--- src/rtl/core/pid4_pkg.sv ---
// pid4_pkg: shared constants, word types and the configuration bus of the
// four-axis PID regulator. No dependencies.
package pid4_pkg;

   // Axis and bank sizing
   localparam int AXIS_COUNT_DEFAULT = 4;
   localparam int BANK_COUNT         = 4;
   localparam int BANK_W             = 2;
   localparam int AXIS_W             = 2;

   // Fixed-point field widths
   localparam int ERR_W    = 24;   // Q15.8 error sample
   localparam int GAIN_W   = 16;   // Q7.8 gain
   localparam int GAINS_W  = 3 * GAIN_W;
   localparam int LIMIT_W  = 23;   // unsigned Q15.8 increment bound
   localparam int ACC_W    = 40;   // Q31.8 accumulator
   localparam int DRIVE_W  = 32;   // Q23.8 output
   localparam int FRAC_W   = 8;

   // Register port
   localparam int REG_W     = 64;
   localparam int ADDR_W    = 6;
   localparam int REG_IDX_W = 3;

   localparam logic [REG_IDX_W-1:0] REG_LIMIT_BASE = 3'd4;
   localparam logic [LIMIT_W-1:0]   LIMIT_RESET    = 23'd256000;

   typedef enum logic {
      MODE_UPDATE  = 1'b0,
      MODE_RESTART = 1'b1
   } mode_type;

   typedef struct packed {
      mode_type                 mode;
      logic [AXIS_W-1:0]        axis;
      logic signed [ERR_W-1:0]  error_sample;
   } req_word_type;

   typedef struct packed {
      logic signed [DRIVE_W-1:0] drive;
      logic [AXIS_W-1:0]         drive_axis;
   } rsp_word_type;

   // Gains as packed in the register: D 47:32, I 31:16, P 15:0
   typedef struct packed {
      logic signed [GAIN_W-1:0] d_gain;
      logic signed [GAIN_W-1:0] i_gain;
      logic signed [GAIN_W-1:0] p_gain;
   } gains_type;

   typedef struct packed {
      gains_type [BANK_COUNT-1:0]             gains;
      logic [BANK_COUNT-1:0][LIMIT_W-1:0]     limit;
   } csr_bus_type;

   // One entry of the per-axis state memory
   typedef struct packed {
      logic signed [ACC_W-1:0] acc;
      logic signed [ERR_W-1:0] prev;
   } axis_state_type;

   typedef struct packed {
      logic         valid;
      rsp_word_type word;
   } pipe_result_type;

endpackage

--- src/rtl/core/pid4_ram.sv ---
// pid4_ram: generic single-write, single-read RAM with registered read data.
// No dependencies.
module pid4_ram #(
   parameter int WIDTH = 64,
   parameter int DEPTH = 4
) (
   input  logic                                         clock,
   input  logic                                         wr_en,
   input  logic [$clog2(DEPTH > 1 ? DEPTH : 2)-1:0]     wr_addr,
   input  logic [WIDTH-1:0]                             wr_data,
   input  logic                                         rd_en,
   input  logic [$clog2(DEPTH > 1 ? DEPTH : 2)-1:0]     rd_addr,
   output logic [WIDTH-1:0]                             rd_data
);

   logic [WIDTH-1:0] mem_ff [DEPTH];
   logic [WIDTH-1:0] rd_data_ff;

   // Write port; a read of the same entry in the same cycle returns old data
   always_ff @(posedge clock) begin
      if (wr_en) begin
         mem_ff[wr_addr] <= wr_data;
      end
      if (rd_en) begin
         rd_data_ff <= mem_ff[rd_addr];
      end
   end

   assign rd_data = rd_data_ff;

endmodule

--- src/rtl/core/pid4_pipe.sv ---
// pid4_pipe: read-modify-write pipeline over the per-axis state memory:
// state read, gain products, integrator update and write-back, output sum.
// Depends on pid4_pkg and pid4_ram.
module pid4_pipe #(
   parameter int AXIS_COUNT = pid4_pkg::AXIS_COUNT_DEFAULT
) (
   input  logic                       clock,
   input  logic                       reset,
   input  logic                       en,
   input  logic                       req_valid,
   input  pid4_pkg::req_word_type     req_word,
   input  pid4_pkg::csr_bus_type      cfg,
   output pid4_pkg::pipe_result_type  result
);

   localparam int AW      = (AXIS_COUNT > 1) ? $clog2(AXIS_COUNT) : 1;
   localparam int SW      = $bits(pid4_pkg::axis_state_type);
   localparam int ERR_W   = pid4_pkg::ERR_W;
   localparam int ACC_W   = pid4_pkg::ACC_W;
   localparam int FRAC_W  = pid4_pkg::FRAC_W;
   localparam int PROD_W  = pid4_pkg::GAIN_W + ERR_W;       // gain * error
   localparam int DIFF_W  = ERR_W + 1;                       // error difference
   localparam int DPROD_W = pid4_pkg::GAIN_W + DIFF_W;      // gain * difference
   localparam int TERM_W  = PROD_W - FRAC_W;                 // P and I terms
   localparam int DTERM_W = DPROD_W - FRAC_W;                // D term
   localparam int LIMX_W  = TERM_W + 1;                      // clamp compare width
   localparam int INC_W   = pid4_pkg::LIMIT_W + 1;           // clamped increment
   localparam int PD_W    = DTERM_W + 1;                     // P + D
   localparam int TOT_W   = ACC_W + 1;                       // full output sum
   localparam int DRIVE_W = pid4_pkg::DRIVE_W;
   localparam int AXIS_W  = pid4_pkg::AXIS_W;

   // ---------------- accept ----------------
   logic                     accept, in_range, upd_go;
   logic [2:0]               axis_ext;
   logic [AW-1:0]            req_addr;
   logic [AXIS_COUNT-1:0]    pending_ff, pending_in;

   assign accept   = req_valid & en;
   assign in_range = int'(req_word.axis) < AXIS_COUNT;
   assign axis_ext = {1'b0, req_word.axis};
   assign req_addr = axis_ext[AW-1:0];
   assign upd_go   = accept & (req_word.mode == pid4_pkg::MODE_UPDATE) & in_range;

   // Pending-restart bits: set all on a restart word, claim one on an update
   always_comb begin
      pending_in = pending_ff;
      if (accept) begin
         if (req_word.mode == pid4_pkg::MODE_RESTART) begin
            pending_in = '1;
         end else if (in_range) begin
            pending_in[req_addr] = 1'b0;
         end
      end
   end

   // ---------------- stage registers ----------------
   logic                         s1_valid_ff, s1_clear_ff;
   logic [AXIS_W-1:0]            s1_axis_ff;
   logic signed [ERR_W-1:0]      s1_e_ff;

   logic                         s2_valid_ff;
   logic [AXIS_W-1:0]            s2_axis_ff;
   logic signed [ERR_W-1:0]      s2_e_ff;
   logic signed [PROD_W-1:0]     s2_pe_ff, s2_ie_ff;
   logic signed [DPROD_W-1:0]    s2_de_ff;
   logic signed [ACC_W-1:0]      s2_acc_ff;

   logic                         s3_valid_ff;
   logic [AXIS_W-1:0]            s3_axis_ff;
   logic signed [ACC_W-1:0]      s3_acc_ff;
   logic signed [PD_W-1:0]       s3_pd_ff;

   logic                         wb_valid_ff;
   logic [AXIS_W-1:0]            wb_axis_ff;
   pid4_pkg::axis_state_type     wb_state_ff;

   // ---------------- state memory ----------------
   pid4_pkg::axis_state_type     ram_q, wr_state;
   logic [2:0]                   s2_axis_ext;
   logic [AW-1:0]                wr_addr;
   logic signed [ACC_W-1:0]      acc_new;

   assign s2_axis_ext   = {1'b0, s2_axis_ff};
   assign wr_addr       = s2_axis_ext[AW-1:0];
   assign wr_state.acc  = acc_new;
   assign wr_state.prev = s2_e_ff;

   pid4_ram #(
      .WIDTH (SW),
      .DEPTH (AXIS_COUNT)
   ) u_state_ram (
      .clock   (clock),
      .wr_en   (en & s2_valid_ff),
      .wr_addr (wr_addr),
      .wr_data (wr_state),
      .rd_en   (en),
      .rd_addr (req_addr),
      .rd_data (ram_q)
   );

   // ---------------- stage 1: forward state, form products ----------------
   pid4_pkg::axis_state_type     s1_state;
   pid4_pkg::gains_type          s1_gains;
   logic signed [DIFF_W-1:0]     s1_diff;
   logic signed [PROD_W-1:0]     s2_pe_in, s2_ie_in;
   logic signed [DPROD_W-1:0]    s2_de_in;

   // Newest copy of the entry: the write in flight this cycle, then the one
   // written at the read edge, then memory
   always_comb begin
      priority if (s1_clear_ff) begin
         s1_state = '0;
      end else if (s2_valid_ff && (s2_axis_ff == s1_axis_ff)) begin
         s1_state = wr_state;
      end else if (wb_valid_ff && (wb_axis_ff == s1_axis_ff)) begin
         s1_state = wb_state_ff;
      end else begin
         s1_state = ram_q;
      end
   end

   assign s1_gains = cfg.gains[s1_axis_ff];
   assign s1_diff  = $signed({s1_e_ff[ERR_W-1], s1_e_ff})
                   - $signed({s1_state.prev[ERR_W-1], s1_state.prev});
   assign s2_pe_in = $signed(s1_gains.p_gain) * $signed(s1_e_ff);
   assign s2_ie_in = $signed(s1_gains.i_gain) * $signed(s1_e_ff);
   assign s2_de_in = $signed(s1_gains.d_gain) * $signed(s1_diff);

   // ---------------- stage 2: clamp increment, integrate, P + D ----------------
   logic signed [TERM_W-1:0]     i_term, p_term;
   logic signed [DTERM_W-1:0]    d_term;
   logic signed [LIMX_W-1:0]     i_term_x, lim_x, neg_lim_x;
   logic signed [INC_W-1:0]      inc;
   logic signed [ACC_W:0]        acc_sum;
   logic signed [PD_W-1:0]       s3_pd_in;

   // Arithmetic shift right drops the Q.16 products back to Q.8 (floor)
   assign i_term    = s2_ie_ff[PROD_W-1:FRAC_W];
   assign p_term    = s2_pe_ff[PROD_W-1:FRAC_W];
   assign d_term    = s2_de_ff[DPROD_W-1:FRAC_W];
   assign i_term_x  = {i_term[TERM_W-1], i_term};
   assign lim_x     = {{(LIMX_W - pid4_pkg::LIMIT_W){1'b0}}, cfg.limit[s2_axis_ff]};
   assign neg_lim_x = -lim_x;

   always_comb begin
      priority if (i_term_x > lim_x) begin
         inc = lim_x[INC_W-1:0];
      end else if (i_term_x < neg_lim_x) begin
         inc = neg_lim_x[INC_W-1:0];
      end else begin
         inc = i_term_x[INC_W-1:0];
      end
   end

   assign acc_sum = {s2_acc_ff[ACC_W-1], s2_acc_ff}
                  + {{(ACC_W + 1 - INC_W){inc[INC_W-1]}}, inc};

   // Saturate the accumulator to its 40-bit range
   always_comb begin
      if (acc_sum[ACC_W] != acc_sum[ACC_W-1]) begin
         acc_new = acc_sum[ACC_W] ? {1'b1, {(ACC_W-1){1'b0}}}
                                  : {1'b0, {(ACC_W-1){1'b1}}};
      end else begin
         acc_new = acc_sum[ACC_W-1:0];
      end
   end

   assign s3_pd_in = {{(PD_W - TERM_W){p_term[TERM_W-1]}}, p_term}
                   + {d_term[DTERM_W-1], d_term};

   // ---------------- stage 3: output sum and saturation ----------------
   logic signed [TOT_W-1:0]      total;
   logic                         total_fits;
   logic signed [DRIVE_W-1:0]    drive;

   assign total = {s3_acc_ff[ACC_W-1], s3_acc_ff}
                + {{(TOT_W - PD_W){s3_pd_ff[PD_W-1]}}, s3_pd_ff};
   assign total_fits = (&total[TOT_W-1:DRIVE_W-1]) | ~(|total[TOT_W-1:DRIVE_W-1]);

   always_comb begin
      if (total_fits) begin
         drive = total[DRIVE_W-1:0];
      end else begin
         drive = total[TOT_W-1] ? {1'b1, {(DRIVE_W-1){1'b0}}}
                                : {1'b0, {(DRIVE_W-1){1'b1}}};
      end
   end

   assign result.valid           = s3_valid_ff;
   assign result.word.drive      = drive;
   assign result.word.drive_axis = s3_axis_ff;

   // ---------------- control registers ----------------
   always_ff @(posedge clock) begin
      if (reset) begin
         pending_ff  <= '1;
         s1_valid_ff <= 1'b0;
         s2_valid_ff <= 1'b0;
         s3_valid_ff <= 1'b0;
         wb_valid_ff <= 1'b0;
      end else begin
         pending_ff <= pending_in;
         if (en) begin
            s1_valid_ff <= upd_go;
            s2_valid_ff <= s1_valid_ff;
            s3_valid_ff <= s2_valid_ff;
            wb_valid_ff <= s2_valid_ff;
         end
      end
   end

   // ---------------- payload registers ----------------
   always_ff @(posedge clock) begin
      if (en) begin
         s1_clear_ff <= pending_ff[req_addr];
         s1_axis_ff  <= req_word.axis;
         s1_e_ff     <= req_word.error_sample;

         s2_axis_ff  <= s1_axis_ff;
         s2_e_ff     <= s1_e_ff;
         s2_pe_ff    <= s2_pe_in;
         s2_ie_ff    <= s2_ie_in;
         s2_de_ff    <= s2_de_in;
         s2_acc_ff   <= s1_state.acc;

         s3_axis_ff  <= s2_axis_ff;
         s3_acc_ff   <= acc_new;
         s3_pd_ff    <= s3_pd_in;

         wb_axis_ff  <= s2_axis_ff;
         wb_state_ff <= wr_state;
      end
   end

   // ---------------- assertions ----------------
   a_restart_marks_all: assert property (@(posedge clock) disable iff (reset)
      accept && (req_word.mode == pid4_pkg::MODE_RESTART) |=> (&pending_ff))
      else $error("restart word did not mark every axis pending");

   a_update_claims_pending: assert property (@(posedge clock) disable iff (reset)
      upd_go |=> !pending_ff[$past(req_addr)])
      else $error("update left its axis pending");

   a_write_follows_stage2: assert property (@(posedge clock) disable iff (reset)
      en && s2_valid_ff |=> wb_valid_ff && (wb_axis_ff == $past(s2_axis_ff)))
      else $error("write-back record lost an update");

endmodule

--- config.mk ---
export PLATFORM = sky130hd
export DESIGN_NAME = pid4_pipe
export DESIGN_NICKNAME = d
export VERILOG_FILES = /design/src/rtl/core/pid4_pkg.sv /design/src/rtl/core/pid4_ram.sv /design/src/rtl/core/pid4_pipe.sv
export SDC_FILE = /design/constraint.sdc
export NUM_CORES = 2
export LEC_CHECK = 0
export ABC_AREA = 1
export BUFFER_PORTS_ARGS = -buffer_cell sky130_fd_sc_hd__buf_2
export CAP_MARGIN = 20
export CELL_PAD_IN_SITES_DETAIL_PLACEMENT = 0
export CELL_PAD_IN_SITES_GLOBAL_PLACEMENT = 1
export CORE_MARGIN = 4
export CORE_UTILIZATION = 53
export DETAILED_ROUTE_END_ITERATION = 6
export PLACE_DENSITY = 0.88
export SETUP_SLACK_MARGIN = 0.1
export SLEW_MARGIN = 10
export SYNTH_ARGS = -nofsm -noshare
export SYNTH_HDL_FRONTEND = slang
export SYNTH_HIERARCHICAL = 1
export SYNTH_SLANG_ARGS = --single-unit
--- constraint.sdc ---
create_clock -name clock -period 13.2 [get_ports clock]
set_input_delay 1.98 -clock clock [delete_from_list [all_inputs] [get_ports clock]]
set_output_delay 1.98 -clock clock [all_outputs]
set_load 0.02 [all_outputs]
* Yosys cells after proc, flatten, opt, wreduce, memory -nomap -nowiden
Memory sizes are Yosys's and may differ from the RTL's. A register that Yosys moved wholly into a read port is not among the register bits. Cells that the tools add are included.
Storage, ports and cells: register bits after elaboration 321, bits in read-only memories 0, memory bits (writable) 256, latch bits 0, bits of input ports 315, output and inout bits 35, memories 1
Cells by class: $lt $le $gt $ge 6, multiplexer cells 20, bitwise logic cells 8, div/mod/pow operators 0, equal/unequal tests 3, reduce and logical (&&, ||, !) cells 5, shifts and indexed selects 0, multiply operators 3, add/subtract/negate cells 5
Memory list:
- u_state_ram.mem_ff | depth 4, bits a word 64, rd ports 1, clocked after memory_dff 1, wr ports 1, RTL line pid4_ram.sv:16 | logic [WIDTH-1:0] mem_ff [DEPTH];
Operators with widths (count):
- $mux 64 | 2
- $bmux 48 s2 | 1
- $mul 16x24->40 | 2
- $mux 40 | 2
- $mux 24 | 3
- $mux 32 | 2
- $mux 48 | 1
- $bmux 23 s2 | 1
- $add 40x24->41 | 1
- $add 40x34->41 | 1
- $mul 16x25->41 | 1
- $add 32x33->34 | 1
- $lt 32x33->1 | 1
- $neg 23->33 | 1
- $gt 32x24->1 | 1
- $sub 24x24->25 | 1
- $mux 23 | 1
- $reduce_and 10->1 | 1
- $reduce_or 10->1 | 1
- $lt 2x3->1 const B | 3
- $and 4x4->4 | 1
- $eq 2x2->1 | 2
- $mux 1 | 4
- $mux 4 | 1
- other kinds (9) | 14

* Depth between registers and ports, before layout
word-level depth 13, depth in mapped cells 51, gate-level depth less buffers 47

* Cells and area by module
The synthesis kept the hierarchy.
By module, submodules not included:
- pid4_pipe | times used 1, cells each 8512, sequential area each 8848.5 um2, area an instance 67076.8 um2
- pid4_ram | times used 1, cells each 1074, sequential area each 9609.2 um2, area an instance 12683.4 um2

* Least setup slack after synthesis
No wires, ideal clock.
path kind register -> register, start point register s1_axis_ff[1], end point register s2_de_ff[40], data pin, arrival time 8339 ps, library setup time 261 ps, period minus slack after synthesis 8600 ps, cell stages (with the launch flop) 42, path slack 4600 ps, required time 12939 ps, cells stage by stage edfxtp_1 buf_4 inv_2 buf_6 nand2_1 nand2_1 a21oi_1 o221ai_1 buf_2 buf_2 mux2_2 o21bai_1 inv_1 ha_1 fa_1 inv_1 nand3_1 nand2_1 [... 6 more ...] nor2_1 inv_1 fa_1 inv_1 fa_1 inv_1 fa_1 fa_1 fa_1 fa_1 inv_1 ha_1 a21oi_1 o21a_1 nor2_1 a2111oi_0 nand3_1 xor2_1
Between the ends: longest elaborated chain between the ends 7
Ends and longest elaborated chain:
- from (decl) | RTL line pid4_pipe.sv:59 | logic [AXIS_W-1:0] s1_axis_ff;
- from (signal assigned) | RTL line pid4_pipe.sv:217 | s1_axis_ff <= req_word.axis;
- $eq 2x2->1 | RTL line pid4_pipe.sv:116 | end else if (wb_valid_ff && (wb_axis_ff == s1_axis_ff)) begin
- $logic_and 1x1->1 | RTL line pid4_pipe.sv:116
- $mux 64 | RTL line pid4_pipe.sv:116
- $mux 64 | RTL line pid4_pipe.sv:114 | end else if (s2_valid_ff && (s2_axis_ff == s1_axis_ff)) begin
- $mux 24 | RTL line pid4_pipe.sv:112 | priority if (s1_clear_ff) begin
- $sub 24x24->25 | RTL line pid4_pipe.sv:125 | - $signed({s1_state.prev[ERR_W-1], s1_state.prev});
- $mul 16x25->41 (*) | RTL line pid4_pipe.sv:128 | assign s2_de_in = $signed(s1_gains.d_gain) * $signed(s1_diff);
- net s2_de_in[40] | RTL line pid4_pipe.sv:107 | logic signed [DPROD_W-1:0] s2_de_in;
- to (signal assigned) | RTL line pid4_pipe.sv:224 | s2_de_ff <= s2_de_in;
- to (decl) | RTL line pid4_pipe.sv:66 | logic signed [DPROD_W-1:0] s2_de_ff;
The timed path passes the listed nets; every way through them passes the cells marked *. The select of a mux whose other input is x is not followed. A chain may end at the register's enable or synchronous reset.

* Worst setup path after layout
start point register s1_axis_ff[0], end point register s2_de_ff[40], data pin
Same word-level chain as after synthesis.

==> metrics <==
status=finished, final reports clean; Skew-Pair Late Insertion Delay=0.65 ns; final non-filler cell area=85300 um2; Die Span X=396 um; vias in the first global route=67.6k; final cycle utilization of the critical path=85.9%; gr ovfl total=0; Min-Delay Path Depth=2; Final Max Tran Viols=0; reg-to-reg endpoint=s2_de_ff[40]; TritonCTS buffer count=58; WS Path Type=flop to flop; Core Region=150000 um2; crit-path max FO=99; synthesized instance count=9586; WL final=262000 um; CTS tree=yes; Die Ht=396 um; Setup crit start kind=flop; Post-CTS Setup Inserts=0; Synth Area per Inst=8.32 um2; I/O pin count=350; Nets=11.7k; Syn Nets=11.5k; Final GP Congestion=0.985; initial antenna violation count=17; TritonRoute pass-1 iters=6; die area=157000 um2; Via density=5.53; Hold Slack=0.468 ns; GRT Total Usage=33.5%; Layout Skew=0.0350 ns; minimum clock period=11.34 ns; hold_sp=pending_ff[0]; Clk pin slew, worst setup/hold paths=0.07 ns; critical path required time=13.58 ns; area share of the largest cell type after synthesis=28.5%; cell mode on critical path=fa_1; vias=65.6k; first-pass GRT wire length=399000 um; flop-to-flop setup slack=1.86 ns; setup ws final=1.86 ns; Hold Vio Cnt, Final=0; drt wl/cell=22.1 um; area delta synth->final=7.01%; H-Tree Depth=2; ratio of cells with drive above 1 in the final layout=7.70%; Clock Root Buffer=clkbuf_16; largest cells by area after synthesis=fa_1 (29%), edfxtp_1 (23%), nand2_1 (11%); RSZ-0062 raised after global routing=false; Initial DRC Count=6154; clock buffer depth=3; Final setup viols=0; Async S/R FF share, synth=0%; pre-CTS WS=2.02 ns; Most used DFF post-synth=edfxtp_1; mapped cell area=79800 um2; drc violations=0; Yosys cell types=73; Yosys reg bits=617; Post-DRT Antenna Nets=0; PortBufs=349; WP buf/inv=8; Worst Setup End Kind=flop; max-cap viol count=0; Hold Crit Endpoint=pending_ff[0]; starting density of the core=53.3%; Setup Total Neg Slack=0 ns; Site Rows=142; Slew headroom=21.5%; worst slew pin tran=1.17 ns; delay-heaviest family, CP=adder cells; RR Startpoint=s1_axis_ff[0]; DP Wirelength=210000 um; Post-synth EDFFs=610; CP max-delay cell=fa_1; Worst path max stage delay=0.83 ns; R2R depth=35; worst min-delay path class=flop to flop; Yosys top cell by area=fa_1; Synth warnings=6; post-CTS sizing=0; Seq/Total Area, Yosys=23.1%; Worst EP arrival=11.72 ns; clk sink count=617; # hold bufs at CTS=0; FMAX=88.2 MHz; pin count of the biggest net entering global routing=100; Post-DP Area=83400 um2
## final cells by class
cell class,instances,area [um2]
Clock buffer,65,1480
Antenna cell,5,12.5
Tap cell,2016,2520
Sequential cell,617,18500
Clock inverter,43,457
Timing Repair Buffer,443,2470
Multi-Input combinational cell,6600,52100
Fill cell,13751,64400
Inverter,2077,7810
## placed cells by master, fill, tap and decap left out, types with 16 or more instances in the layout
master	n
nand2_1	2291
inv_1	2033
fa_1	1137
nor2_1	880
edfxtp_1	610
ha_1	480
nand3_1	389
a21oi_1	377
buf_2	347
o21ai_0	261
xor2_1	157
buf_4	94
xnor2_1	73
o21bai_1	61
clkbuf_16	58
mux2_2	56
nand4_1	55
nor3_1	45
nand2_2	40
clkinv_1	36
a31oi_1	27
a21o_1	25
or2_2	22
o21ai_1	22
o21a_1	17
nor4_1	16
## Yosys cell counts (all sizes together), types with 27 or more instances
| cell | count |
|---|---|
| nand3 | 399 |
| nand2 | 2334 |
| xnor2 | 74 |
| clkinv | 27 |
| nor2 | 899 |
| nand4 | 55 |
| buf | 109 |
| o21ai | 292 |
| o21bai | 72 |
| mux2 | 63 |
| a31oi | 27 |
| a21oi | 382 |
| nor3 | 57 |
| edfxtp | 610 |
| fa | 1137 |
| clkbuf | 183 |
| inv | 2050 |
| xor2 | 163 |
| ha | 480 |
## through the flow
stage / util (%) / cells
2_1_floorplan: - / 9586
3_3_place_gp: 55.7 / 11751
3_5_place_dp: 55.7 / 11751
4_1_cts: 57.0 / 11859
5_1_grt: 57.0 / 11862
6_report: 57.0 / 11866
## state kept, by name (all words and copies together) (netlist names)
| name | count |
|---|---|
| pending_ff | 4 |
| s1_axis_ff | 2 |
| s1_clear_ff | 1 |
| s1_e_ff | 24 |
| s1_valid_ff | 1 |
| s2_acc_ff | 40 |
| s2_axis_ff | 2 |
| s2_de_ff | 33 |
| s2_e_ff | 24 |
| s2_ie_ff | 32 |
| s2_pe_ff | 32 |
| s2_valid_ff | 1 |
| s3_pd_ff | 34 |
| u_state_ram/mem_ff | 256 |
| u_state_ram/rd_data | 64 |
| wb_axis_ff | 2 |
| wb_state_ff | 64 |
| wb_valid_ff | 1 |
## kinds of logic (layout without fill, tap and decap cells)
family	after synthesis	in the layout	share of synthesized area, %
AND/OR/NAND/NOR	3806	3806	19.4
other	0	5	0
AO/OA/AOI/OAI	877	877	6.32
flip-flops	617	617	23.1
buffers and inverters	2369	2628	11.6
XOR/XNOR	237	237	2.66
adder cells (fa/ha/maj)	1617	1617	36.1
multiplexers	63	63	0.889
## worst max path at each step
stage | to | cells past startpoint | startpoint
4_1_cts | s2_de_ff[40] | 35 | s1_axis_ff[0]
3_3_place_gp | s2_de_ff[34] | 41 | s1_axis_ff[0]
3_5_place_dp | s2_de_ff[40] | 35 | s1_axis_ff[0]
6_report | s2_de_ff[40] | 35 | s1_axis_ff[0]
2_1_floorplan | s2_de_ff[40] | 41 | s1_axis_ff[1]
5_1_grt | s2_de_ff[40] | 35 | s1_axis_ff[0]
## per-layer routing
| layer | wire (um) | up-vias | global-route usage, % | part of all wire [%] |
|---|---|---|---|---|
| met5 | 88 | - | 0 | 0.034 |
| met4 | 13600 | 8 | 14.3 | 5.2 |
| met3 | 25600 | 634 | 6.64 | 9.7 |
| met2 | 119000 | 3192 | 54.3 | 46 |
| met1 | 104000 | 32038 | 44.1 | 40 |
| li1 | - | 29748 | - | - |
## worst min-delay path: stages (launching register included)
cell and delay (ns):
dfxtp_1 0.31, nand2_1 0.06, nand2_1 0.05
Power is not shown: default switching activity piles up to over one toggle a cycle in this logic, so the estimate is an artifact.
