## config.mk

```make
export PLATFORM = sky130hd
export DESIGN_NAME = pid4_csr
export DESIGN_NICKNAME = d
export VERILOG_FILES = /design/src/rtl/core/pid4_pkg.sv /design/src/rtl/core/pid4_csr.sv
export SDC_FILE = /design/constraint.sdc
export NUM_CORES = 1
export LEC_CHECK = 0
export BUFFER_PORTS_ARGS = -buffer_cell sky130_fd_sc_hd__buf_2
export CORE_MARGIN = 1.5
export CORE_UTILIZATION = 52
export DETAILED_ROUTE_END_ITERATION = 6
export GPL_ROUTABILITY_DRIVEN = 0
export PLACE_DENSITY = 0.8
export SYNTH_ARGS = -nofsm -noshare
export SYNTH_HDL_FRONTEND = slang
export SYNTH_SLANG_ARGS = --single-unit
```

## constraint.sdc

```tcl
create_clock -name clock -period 1.67 [get_ports clock]
set_input_delay 0.167 -clock clock [delete_from_list [all_inputs] [get_ports clock]]
set_output_delay 0.167 -clock clock [all_outputs]
set_load 0.1 [all_outputs]
```

## src/rtl/core/pid4_pkg.sv

```systemverilog
// pid4_pkg: shared constants, word types and the configuration bus of the
// four-axis PID regulator. No dependencies.
package pid4_pkg;

   // Axis and bank sizing
   localparam int AXIS_COUNT_DEFAULT = 4;
   localparam int BANK_COUNT         = 4;
   localparam int BANK_W             = 2;
   localparam int AXIS_W             = 2;

   // Fixed-point field widths
   localparam int ERR_W    = 24;   // Q15.8 error sample
   localparam int GAIN_W   = 16;   // Q7.8 gain
   localparam int GAINS_W  = 3 * GAIN_W;
   localparam int LIMIT_W  = 23;   // unsigned Q15.8 increment bound
   localparam int ACC_W    = 40;   // Q31.8 accumulator
   localparam int DRIVE_W  = 32;   // Q23.8 output
   localparam int FRAC_W   = 8;

   // Register port
   localparam int REG_W     = 64;
   localparam int ADDR_W    = 6;
   localparam int REG_IDX_W = 3;

   localparam logic [REG_IDX_W-1:0] REG_LIMIT_BASE = 3'd4;
   localparam logic [LIMIT_W-1:0]   LIMIT_RESET    = 23'd256000;

   typedef enum logic {
      MODE_UPDATE  = 1'b0,
      MODE_RESTART = 1'b1
   } mode_type;

   typedef struct packed {
      mode_type                 mode;
      logic [AXIS_W-1:0]        axis;
      logic signed [ERR_W-1:0]  error_sample;
   } req_word_type;

   typedef struct packed {
      logic signed [DRIVE_W-1:0] drive;
      logic [AXIS_W-1:0]         drive_axis;
   } rsp_word_type;

   // Gains as packed in the register: D 47:32, I 31:16, P 15:0
   typedef struct packed {
      logic signed [GAIN_W-1:0] d_gain;
      logic signed [GAIN_W-1:0] i_gain;
      logic signed [GAIN_W-1:0] p_gain;
   } gains_type;

   typedef struct packed {
      gains_type [BANK_COUNT-1:0]             gains;
      logic [BANK_COUNT-1:0][LIMIT_W-1:0]     limit;
   } csr_bus_type;

   // One entry of the per-axis state memory
   typedef struct packed {
      logic signed [ACC_W-1:0] acc;
      logic signed [ERR_W-1:0] prev;
   } axis_state_type;

   typedef struct packed {
      logic         valid;
      rsp_word_type word;
   } pipe_result_type;

endpackage

```

## src/rtl/core/pid4_csr.sv

```systemverilog
// pid4_csr: APB-style register file for the per-axis gains and increment limits.
// Depends on pid4_pkg.
module pid4_csr (
   input  logic                              clock,
   input  logic                              reset,
   input  logic                              psel,
   input  logic                              penable,
   input  logic                              pwrite,
   input  logic [pid4_pkg::ADDR_W-1:0]       paddr,
   input  logic [pid4_pkg::REG_W-1:0]        pwdata,
   output logic [pid4_pkg::REG_W-1:0]        prdata,
   output logic                              pready,
   output pid4_pkg::csr_bus_type             cfg
);

   pid4_pkg::gains_type [pid4_pkg::BANK_COUNT-1:0]              gains_ff, gains_in;
   logic [pid4_pkg::BANK_COUNT-1:0][pid4_pkg::LIMIT_W-1:0]      limit_ff, limit_in;
   logic [pid4_pkg::REG_IDX_W-1:0]                              reg_idx;
   logic [pid4_pkg::BANK_W-1:0]                                 bank;
   logic                                                        wr_strobe;

   // 8-byte register spacing
   assign reg_idx   = paddr[pid4_pkg::ADDR_W-1:3];
   assign bank      = reg_idx[pid4_pkg::BANK_W-1:0];
   assign wr_strobe = psel & penable & pwrite;
   assign pready    = 1'b1;

   // Next register values
   always_comb begin
      gains_in = gains_ff;
      limit_in = limit_ff;
      if (wr_strobe) begin
         if (reg_idx < pid4_pkg::REG_LIMIT_BASE) begin
            gains_in[bank] = pid4_pkg::gains_type'(pwdata[pid4_pkg::GAINS_W-1:0]);
         end else begin
            limit_in[bank] = pwdata[pid4_pkg::LIMIT_W-1:0];
         end
      end
   end

   always_ff @(posedge clock) begin
      if (reset) begin
         gains_ff <= '0;
         for (int b = 0; b < pid4_pkg::BANK_COUNT; b++) begin
            limit_ff[b] <= pid4_pkg::LIMIT_RESET;
         end
      end else begin
         gains_ff <= gains_in;
         limit_ff <= limit_in;
      end
   end

   // Read-back, zero-extended
   always_comb begin
      if (reg_idx < pid4_pkg::REG_LIMIT_BASE) begin
         prdata = {{(pid4_pkg::REG_W - pid4_pkg::GAINS_W){1'b0}}, gains_ff[bank]};
      end else begin
         prdata = {{(pid4_pkg::REG_W - pid4_pkg::LIMIT_W){1'b0}}, limit_ff[bank]};
      end
   end

   assign cfg.gains = gains_ff;
   assign cfg.limit = limit_ff;

endmodule

```

# Word-level counts from Yosys, hierarchy flattened
# Cells that the tools add are included.
[totals]
ff_bits = 284
in_bits = 75
word_cells = 36
[classes]
magnitude_cmp = 3
muxes = 11
bitwise = 3
reduce_logical = 3
[ops]
columns = ["cell", "count"]
rows = [
  ["bitwise mux 192 bit", 1],
  ["two-way mux 48 bit", 3],
  ["binary-select mux 48 bit (select 2 bit)", 1],
  ["demux 48 bit (select 2 bit)", 1],
  ["bitwise mux 92 bit", 1],
  ["binary-select mux 23 bit (select 2 bit)", 1],
  ["demux 23 bit (select 2 bit)", 1],
  ["two-way mux 23 bit", 2],
  ["AND reduction 2 bit", 2],
  ["< comparator 2 x 3 -> 1 bit, second input constant", 1],
  ["< comparator 3 bit, second input constant", 1],
  ["AND 1 bit", 2],
  [">= comparator 2 x 1 -> 1 bit, second input constant", 1],
  ["logical AND 1 bit", 1],
  ["inverter 1 bit", 1],
]

# Longest topological paths before layout
# Gate-level depths: netlist (run 1).
[depth]
ltp_word = 5
depth_mapped = 7
depth_no_buf = 3

# Worst setup path after synthesis (run 1)
# Ideal clock, no wire load.
[synth_path]
path_kind = "register -> output"
start = "register gains_ff (netlist bit cfg[211])"
end = "output port prdata[23] (netlist bit)"
t_arrival_ns = 2.706
setup_slack_ns = -1.203
path_stages_with_launch = 3
path_buffers = 0
cell_sequence = "dfxtp_1 > mux4_2 > nor2b_1"
[synth_between]
elab_chain_len = 3
[synth_lines]
columns = ["element", "line", "source"]
rows = [
  ["from (decl)", "pid4_csr.sv:16", "pid4_pkg::gains_type [pid4_pkg::BANK_COUNT-1:0] gains_ff, gains_in;"],
  ["from (signal assigned)", "pid4_csr.sv:48", "gains_ff <= gains_in;"],
  ["binary-select mux 48 bit (select 2 bit)", "pid4_csr.sv:56", "prdata = {{(pid4_pkg::REG_W - pid4_pkg::GAINS_W){1'b0}}, gains_ff[bank]};"],
  ["two-way mux 48 bit (implied by the code)", "pid4_csr.sv:56", ""],
  ["two-way mux 48 bit", "pid4_csr.sv:55", "if (reg_idx < pid4_pkg::REG_LIMIT_BASE) begin"],
  ["to (decl)", "pid4_csr.sv:11", "output logic [pid4_pkg::REG_W-1:0] prdata,"],
]
# No other way between the ends. The select of a mux whose other input is x is not followed.

# Worst setup path in the final report (run 1)
[layout_path]
start = "register limit_ff (netlist bit cfg[56])"
end = "output port prdata[10] (netlist bit)"
[layout_between]
elab_chain_len = 3
[layout_lines]
columns = ["element", "line", "source"]
rows = [
  ["from (decl)", "pid4_csr.sv:17", "logic [pid4_pkg::BANK_COUNT-1:0][pid4_pkg::LIMIT_W-1:0] limit_ff, limit_in;"],
  ["from (signal, indexed assignment)", "pid4_csr.sv:45", "limit_ff[b] <= pid4_pkg::LIMIT_RESET;"],
  ["from (signal assigned)", "pid4_csr.sv:49", "limit_ff <= limit_in;"],
  ["binary-select mux 23 bit (select 2 bit)", "pid4_csr.sv:58", "prdata = {{(pid4_pkg::REG_W - pid4_pkg::LIMIT_W){1'b0}}, limit_ff[bank]};"],
  ["two-way mux 23 bit (implied by the code)", "pid4_csr.sv:58", ""],
  ["two-way mux 48 bit", "pid4_csr.sv:55", ""],
]
# No other way between the ends. The select of a mux whose other input is x is not followed.

==> metrics.md, run 1 <==
| Metric | Value |
|---|---|
| Crit path arrival time | `1850 ps` |
| CTS Root Cell | `clkbuf_16` |
| Worst setup EP type | `output port` |
| Routed via count | `between 10000 and 15000` |
| Yosys reg bits | `around 280` |
| Dpl hpwl | `~30 mm` |
| Fin Clk Skew | `0 ps` |
| Final setup margin | `-348.0 ps` |
| Max FFs per register | `roughly 280` |
| Status | `complete, but fails checks` |
| Nets | `between 1500 and 2000` |
| Crit-path max cell delay | `480 ps` |
| Detail Route Antenna Nets | `0` |
| Final min period | `2018 ps` |
| Routed wire per std cell | `~23 um` |
| Largest net degree at the start of global routing | `52` |
| CP max-delay cell | `mux4_2` |
| Sw Share | `a little over a quarter` |
| First-pass GRT wire length | `72.73 mm` |
| Worst skew pair latency | `approximately 540 ps` |
| Overall power | `between 15000 and 20000 uW` |
| Final hold violations | `0` |
| Area growth, synth to finish | `48.39%` |
| Worst endpoint required time | `roughly 1500 ps` |
| Number of library cell types mapped by synthesis | `24` |
| PortBufs | `387` |
| Hold path depth | `4` |
| Slew headroom | `61.21%` |
| Sequential element share of the synthesized area | `42.48%` |
| Share of cells above drive strength 1 | `around 57%` |
| Total GRT Usage | `a little over a third` |
| Initial antenna violation count | `3` |
| Fin Setup TNS | `-10820 ps` |
| P_int | `11270 uW` |
| Leakage power | `0.009717 uW` |
| Critical-path cell list | `mux4_2 -> mux2_4 -> buf_12` |
| CTS tree | `built` |
| Register share of total power | `between 40% and 50%` |
| Post-placement setup slack | `-126.7 ps` |
| Violated checks | `DRC, setup timing` |
| Dpl cells | `slightly below 2000` |
| Post-synthesis cell count | `about 1300` |
| Worst Path Class, Setup | `reg -> out` |
| Max Root-Sink Buffers | `3` |
| Die area | `around 27000 um^2` |
| Pre-antenna DRT Iters | `7` |
| Vias per cell | `6.025` |
| Clk slew on worst S/H paths | `70 ps` |
| # IOs | `424` |
| Cts bufs inserted | `29` |
| CP Launch Type | `register` |
| RSZ-0062 raised after global routing | `true` |
| Total of max-cap violations | `0` |
| Synth warn | `0` |
| Placeable Area | `25250 um^2` |
| F_max | `495.6 MHz` |
| Final setup viols | `48` |
| Post-Layout Cell Count | `2186` |
| Peak fanout along the critical path | `3` |
| Comb pwr share | `13.5%` |
| Power Dens Cells | `777.5 nW/um^2` |
| Rows | `58` |
| Reg2Reg Depth | `3` |
| Worst slew pin tran | `585.8 ps` |
| Avg Cell Area, Syn | `10.49 um^2` |
| DR DRC count | `3` |
| Clk pwr share | `a little over two fifths` |
| Tcrit/Tclk final | `120.8%` |
| H-tree Lvls | `1` |
| Starting Density | `a little over half` |
| Slew Limit Fails | `0` |
| Initial DRC count | `roughly 1400` |
| WL final | `approximately 50 mm` |
| Die extent in x | `approximately 160 um` |
| Vias in the first global route | `12950` |
| Die Ht | `163.4 um` |
| Mapped Area | `approximately 13000 um^2` |
| Final global-route overflow total | `0` |
| Hold WC Path Type | `in -> reg` |
| CTS sink cnt | `~280` |
| P_sw | `~4200 uW` |
| Peak supply drop | `roughly 710 uV` |
logic make-up (layout without fill, tap and decap cells):
logic type	after synthesis	count (layout)	synth area share, %
compound gates	192	192	7.179
buf+inv	140	703	5.768
flops	284	284	42.48
mux	282	282	27.94
other cells	2	19	0.05611
simple gates	376	376	16.58
metrics by stage:
step | utilization (%) | hold WS [ps] | cell area [um^2]
floorplan | - | 304.3 | 14140
global placement | 67.90 | 433.9 | 17150
detailed placement | 67.90 | 441.1 | 17150
CTS | 77.69 | 229.3 | 19620
global route | 78.64 | 251.3 | 19860
finish | 78.65 | 255.6 | 19860
cells in the mapped netlist:
library cell / count / area (um^2)
nor2_1: 30 / 112.6
mux2i_1: 188 / 1882
buf_2: 29 / 145.1
mux4_2: 71 / 1599
nand2_1: 2 / 7.510
and3_1: 1 / 6.260
nor3b_4: 1 / 18.77
buf_6: 8 / 90.09
conb_1: 2 / 7.510
mux2_2: 23 / 259.0
nand3b_1: 1 / 7.510
or3b_1: 1 / 8.760
nand4_2: 2 / 25.02
dfxtp_1: 284 / 5685
nand2b_1: 212 / 1326
nand3_1: 97 / 485.5
a21oi_1: 96 / 480.5
buf_4: 40 / 300.3
o21ai_1: 31 / 155.2
o21ai_0: 65 / 325.3
nor2b_1: 25 / 156.4
clkbuf_1: 63 / 236.5
and3b_1: 2 / 17.52
nand4b_4: 2 / 47.55
what timing repair did:
item | CTS | global route
buffers inserted | 115 | 30
endpoints found under the hold margin | 175 | 0
endpoints found under the setup margin | 48 | 48
gates resized for setup | 47 | 5
hold buffers | 49 | 0
critical path: cells and delay by family (launching register included):
family                 cells  cell delay [ps]
buffers and inverters      1              170
flip-flops                 1              340
multiplexers               2              790
power groups by stage:
stage / clock network, uW / registers [uW] / logic, uW
after floorplan: 0 / 7340 / 1040
after global placement: 0 / 6990 / 1850
after detailed placement: 0 / 6990 / 1880
after CTS: 6510 / 6830 / 2030
after global routing: 6830 / 6830 / 2150
final: 6530 / 6830 / 2080
layout make-up:
type	count	area, um^2
clock buffer	41	842.1
clock inverter	10	105.1
multi-input combinational	867	7283
timing repair buffer	652	5106
sequential	284	6108
antenna	2	5.005
fill	1417	5391
tap	330	412.9
routing by layer:
layer	vias to the layer above	track usage (%)	part of all wire, %	wire [um]
li1	5601	-	-	-
met1	6429	40.55	35	17690
met2	937	62.44	51	25580
met3	201	6.653	9.2	4654
met4	2	17.93	5.0	2549
met5	-	0	0.014	7
worst paths after layout:
path	from	endpoint	slack, ps
worst max register to register	cfg[149]	cfg[149]	760
worst min-delay path	pwrite	cfg[14]	260
worst min register to register	cfg[194]	cfg[194]	480
worst max-delay path	cfg[56]	prdata[10]	-350
layout by cell type (no fill, tap or decap), types with 49 or more instances in the layout:
cell           synthesis  layout
dlygate4sd3_1          0      49
o21ai_0               65      65
mux2i_1              188     188
buf_12                 0      73
a21oi_1               96      96
buf_4                 40     193
nand3_1               97      96
mux4_2                71      71
buf_2                 29     331
dfxtp_2                0     257
nand2b_1             212     212
Note: power is estimated with default switching activity, not from simulation.
==> inputs of run 2 (changes only) <==
Settings changed: CORE_ASPECT_RATIO set to 0.75, SLEW_MARGIN set to 25.
Clock period 1.67 ns to 1.9 ns, I/O delays scaled along.
==> metrics.md, run 2 (synthesized netlist as in run 1, its figures left out) <==
| Metric | Value |
|---|---|
| Worst setup EP type | `output port` |
| Reg2Reg Depth | `4` |
| Worst R2R Start | `cfg[63]` |
| Fillcell total | `~1600` |
| Critical-path cell list | `mux4_2 -> mux2_4 -> buf_12` |
| Total of max-cap violations | `0` |
| CP startpoint | `cfg[65]` |
| Die extent in x | `188.3 um` |
| Tcrit/Tclk final | `106.4%` |
| Largest net degree at the start of global routing | `65` |
| Initial DRC count | `approximately 940` |
| Rows | `50` |
| Worst reg-to-reg setup slack | `1000 ps` |
| WL final | `46.67 mm` |
| DR DRC count | `0` |
| Leakage power | `0.009208 uW` |
| Core Util, Final | `around 76%` |
| Placeable Area | `approximately 25000 um^2` |
| Worst skew pair latency | `around 520 ps` |
| DP Area | `around 17000 um^2` |
| Die area | `26720 um^2` |
| PortBufs | `approximately 390` |
| Peak supply drop | `between 600 and 700 uV` |
| Most common cell after layout, fill and taps aside | `buf_2` |
| Critical path endpoint | `prdata[19]` |
| Final global-route overflow total | `0` |
| Area growth, synth to finish | `42.27%` |
| Fin Clk Skew | `0 ps` |
| RSZ-0062 raised after global routing | `true` |
| First-pass GRT wire length | `between 60 and 70 mm` |
| Hold path start | `reset` |
| Most frequent cells in the layout | `buf_2, dfxtp_2, nand2b_1` |
| Vias in the first global route | `approximately 12000` |
| Max FFs per register | `approximately 280` |
| Worst R2R End | `cfg[63]` |
| CP Launch Type | `register` |
| Detail Route Antenna Nets | `0` |
| Power Dens Cells | `707.9 nW/um^2` |
| Overall power | `about 13000 uW` |
| Crit-path max cell delay | `490 ps` |
| Dpl hpwl | `29.67 mm` |
| CTS tree | `built` |
| Slew headroom | `roughly 56%` |
| Fin area | `between 15000 and 20000 um^2` |
| Nets | `roughly 1800` |
| Worst slew pin tran | `roughly 670 ps` |
| Starting Density | `a little over half` |
| Pre-antenna DRT Iters | `5` |
| Final hold violations | `0` |
| Final min period | `2021 ps` |
| F_max | `494.7 MHz` |
| Worst Path Class, Setup | `reg -> out` |
| Violated checks | `setup timing` |
| # IOs | `about 420` |
| H-tree Lvls | `1` |
| Max Root-Sink Buffers | `3` |
| Crit path arrival time | `between 1500 and 2000 ps` |
| Hold WC Path Type | `in -> reg` |
| Worst endpoint required time | `1710 ps` |
| Status | `complete, but fails checks` |
| Peak fanout along the critical path | `2` |
| Vias per cell | `5.912` |
| Die Ht | `141.9 um` |
| Cts bufs inserted | `27` |
| Slew Limit Fails | `0` |
| Final setup viols | `23` |
| Routed via count | `approximately 12000` |
| Clk slew on worst S/H paths | `~70 ps` |
| Total GRT Usage | `approximately 33%` |
| Final setup margin | `-121.3 ps` |
| CTS Root Cell | `clkbuf_16` |
| Routed wire per std cell | `around 22 um` |
| Share of cells above drive strength 1 | `55.16%` |
| CTS sink cnt | `284` |
| Initial antenna violation count | `3` |
| CP max-delay cell | `mux4_2` |
## run 2: changes by cell type in the layout (fill, tap and decap cells not counted), sizes merged
| cell | before | now |
|---|---|---|
| diode | 2 | 3 |
| inv | 1 | 0 |
| buf | 598 | 516 |
| bufinv | 2 | 3 |
| clkinv | 7 | 4 |
| clkbuf | 46 | 41 |
| dlygate4sd3 | 49 | 48 |
| clkinvlp | 0 | 1 |
## run 2: cell type report
class	instances	area [um^2]	share of cell area, %
multi-input cells	867	7283	38.25
repair buffers	564	4347	22.83
diodes	3	7.507	0.03942
clock buffers	41	818.3	4.297
flip-flops and latches	284	6047	31.75
well taps	338	422.9	2.221
clock inverters	8	117.6	0.6176
## run 2: metrics by stage
step                setup WS, ps  setup TNS (ps)  hold WS, ps  std cells
global placement          -2.873          -2.873        456.0       1930
detailed placement        -45.71          -63.92        461.7       1930
floorplan                 -134.9          -134.9        330.2       1291
global route              -148.1           -2799        50.84       2105
finish                    -121.3           -2063        51.39       2105
CTS                       -115.8           -2042        30.60       2085
## run 2: routing by layer
metal | global-route usage, % | up-vias | share of wire [%]
met5 | 0 | - | 0
met2 | 57.29 | 811 | 49
met3 | 5.966 | 113 | 9.5
li1 | - | 5425 | -
met4 | 11.92 | 0 | 3.1
met1 | 42.11 | 6095 | 38
## run 2: worst max-delay path: cells and delay by family (launching register included)
family | cells | cell delay, ps
buffers and inverters | 1 | 170
flip-flops | 1 | 340
multiplexers | 2 | 800
## run 2: where the power goes
part | total [uW] | internal (uW) | switching [uW]
combinational | 1760 | 559 | 1200
clock | 5680 | 3370 | 2320
sequential | 6040 | 6000 | 40.0
total | 13500 | 9920 | 3560
## run 2: worst min-delay path by stage
stage               depth (start not counted)        to  slack [ps]
finish                                      2  cfg[184]          50
global route                                2  cfg[184]          50
CTS                                         2  cfg[184]          30
detailed placement                          3  cfg[102]         460
global placement                            3  cfg[150]         460
floorplan                                   2  cfg[100]         330
## run 2: what timing repair did
item                                    4_1_cts  5_1_grt
endpoints found under the hold margin       156        0
hold buffers                                 48        0
buffers inserted                             58       17
endpoints found under the setup margin       23       38
gates resized for setup                      66        5
==> inputs of run 3 (changes only) <==
Settings changed: CORE_UTILIZATION 52 to 45, PLACE_DENSITY 0.8 to 0.71.
==> metrics.md, run 3 (synthesized netlist as in run 1, its figures left out) <==
| Metric | Value |
|---|---|
| First-pass GRT wire length | `around 69 mm` |
| Worst slew pin tran | `between 500 and 600 ps` |
| Leakage power | `0.009237 uW` |
| Critical path endpoint | `prdata[0]` |
| Slew Limit Fails | `0` |
| Max FFs per register | `between 200 and 300` |
| Share of cells above drive strength 1 | `a little under three fifths` |
| Area growth, synth to finish | `43.15%` |
| GR Layer Usage met2 | `a little under half` |
| Routed wire per std cell | `around 21 um` |
| CTS sink cnt | `roughly 280` |
| Final min period | `a little over 2000 ps` |
| Fin area | `approximately 19000 um^2` |
| CP startpoint | `cfg[140]` |
| DP Area | `16870 um^2` |
| Initial antenna violation count | `4` |
| PortBufs | `roughly 390` |
| Power Dens Cells | `just over 700 nW/um^2` |
| Crit path arrival time | `roughly 1800 ps` |
| Worst R2R Start | `cfg[49]` |
| Final global-route overflow total | `0` |
| Worst skew pair latency | `540 ps` |
| Register share of total power | `43.9%` |
| Post-placement setup slack | `roughly 43 ps` |
| Total of max-cap violations | `0` |
| Slew headroom | `between 60% and 70%` |
| Clk slew on worst S/H paths | `roughly 60 ps` |
| Fin Clk Skew | `0 ps` |
| Rows | `54` |
| Post-Layout Cell Count | `around 2200` |
| Routed via count | `11780` |
| Detail Route Antenna Nets | `0` |
| Hold path depth | `2` |
| CTS Root Cell | `clkbuf_16` |
| Peak supply drop | `609.7 uV` |
| Most common cell after layout, fill and taps aside | `buf_2` |
| Hold WC Path Type | `in -> reg` |
| Final setup viols | `23` |
| Tcrit/Tclk final | `106.2%` |
| WL final | `44.70 mm` |
| Vias in the first global route | `11830` |
| Total GRT Usage | `between 20% and 30%` |
| Sw Share | `around a quarter` |
| Starting Density | `between 40% and 50%` |
| CTS tree | `built` |
| Worst reg-to-reg setup slack | `~1100 ps` |
| Overall power | `between 10000 and 15000 uW` |
| Initial DRC count | `approximately 770` |
| Pre-antenna DRT Iters | `6` |
| Dpl cells | `between 1500 and 2000` |
| Final setup margin | `-117.6 ps` |
| Worst Path Class, Setup | `reg -> out` |
| Most frequent cells in the layout | `buf_2, dfxtp_2, nand2b_1` |
| Dpl hpwl | `around 30 mm` |
| Worst R2R End | `cfg[49]` |
| H-tree Lvls | `1` |
| Grt met1 use | `~37%` |
| CP Launch Type | `register` |
| DR DRC count | `0` |
| Reg2Reg Depth | `4` |
| Final hold violations | `0` |
| Max Root-Sink Buffers | `3` |
| Placeable Area | `29190 um^2` |
| Status | `complete, but fails checks` |
| Vias per cell | `5.450` |
| Fillcell total | `2264` |
| Violated checks | `setup timing` |
| Top Usage Layer GRT | `met2` |
| Die Ht | `about 150 um` |
| # IOs | `about 420` |
| RSZ-0062 raised after global routing | `true` |
| F_max | `slightly below 500 MHz` |
| P_int | `about 10000 uW` |
| Worst setup EP type | `output port` |
| Die extent in x | `about 200 um` |
| Cts bufs inserted | `29` |
| Peak fanout along the critical path | `2` |
| Clk pwr share | `between 40 and 50%` |
| Die area | `roughly 31000 um^2` |
| Largest net degree at the start of global routing | `62` |
| Nets | `between 1500 and 2000` |
| Worst endpoint required time | `~1700 ps` |
| Met3 Use GR | `5.582%` |
| Comb pwr share | `between 10% and 20%` |
| P_sw | `3597 uW` |
## run 3: cell types whose count changed in the layout (fill, tap and decap cells not counted), moves of 2 or more
cell	delta
clkinv_2	+4
buf_4	-3
clkbuf_1	-3
clkbuf_16	+2
dfxtp_2	+2
dfxtp_4	-2
## run 3: worst max-delay path: stages, from the launching register on
cell and delay (ps):
dfxtp_4 360, mux4_2 460, mux2_4 300, buf_12 170
## run 3: layout make-up
type | instances | area [um^2] | area share (%)
clock inverter | 14 | 176.4 | 0.9207
multi-input combinational | 867 | 7283 | 38.01
clock buffer | 38 | 829.5 | 4.329
tap | 392 | 490.5 | 2.560
antenna | 4 | 10.01 | 0.05224
sequential | 284 | 6042 | 31.53
timing repair buffer | 562 | 4329 | 22.59
## run 3: power by group through the flow
stage                     Clock, uW  Combinational, uW  Sequential, uW
final                          5970               1750            6040
after global placement            0               1600            6170
after CTS                      6030               1750            6040
after global routing           6300               1830            6040
after detailed placement          0               1610            6170
after floorplan                   0                900            6480
## run 3: per-layer routing
metal	wire length (um)	share of wire (%)
met1	18720	42
met2	21180	47
met3	3578	8.0
met4	1229	2.7
met5	0	0
## run 3: metrics by stage
stage / hold slack [ps] / setup TNS, ps / utilization [%]
after floorplan: 330.2 / -134.9 / -
after global placement: 457.7 / 0 / 57.81
after detailed placement: 465.6 / 0 / 57.81
after CTS: 12.46 / -2094 / 65.41
after global routing: 35.91 / -2737 / 65.64
final: 29.85 / -1756 / 65.65
## run 3: repair_timing
action	4_1_cts	5_1_grt
gates resized for setup	76	0
hold buffers	48	0
setup buffers	60	8
hold endpoints to repair	158	0
setup endpoints to repair	25	23
## run 3: how the worst min path moves through the flow
stage,start,endpoint
after floorplan,pwdata[8],cfg[100]
after global placement,pwdata[22],cfg[114]
after CTS,reset,cfg[128]
final,reset,cfg[128]
after global routing,reset,cfg[128]
after detailed placement,pwdata[32],cfg[124]
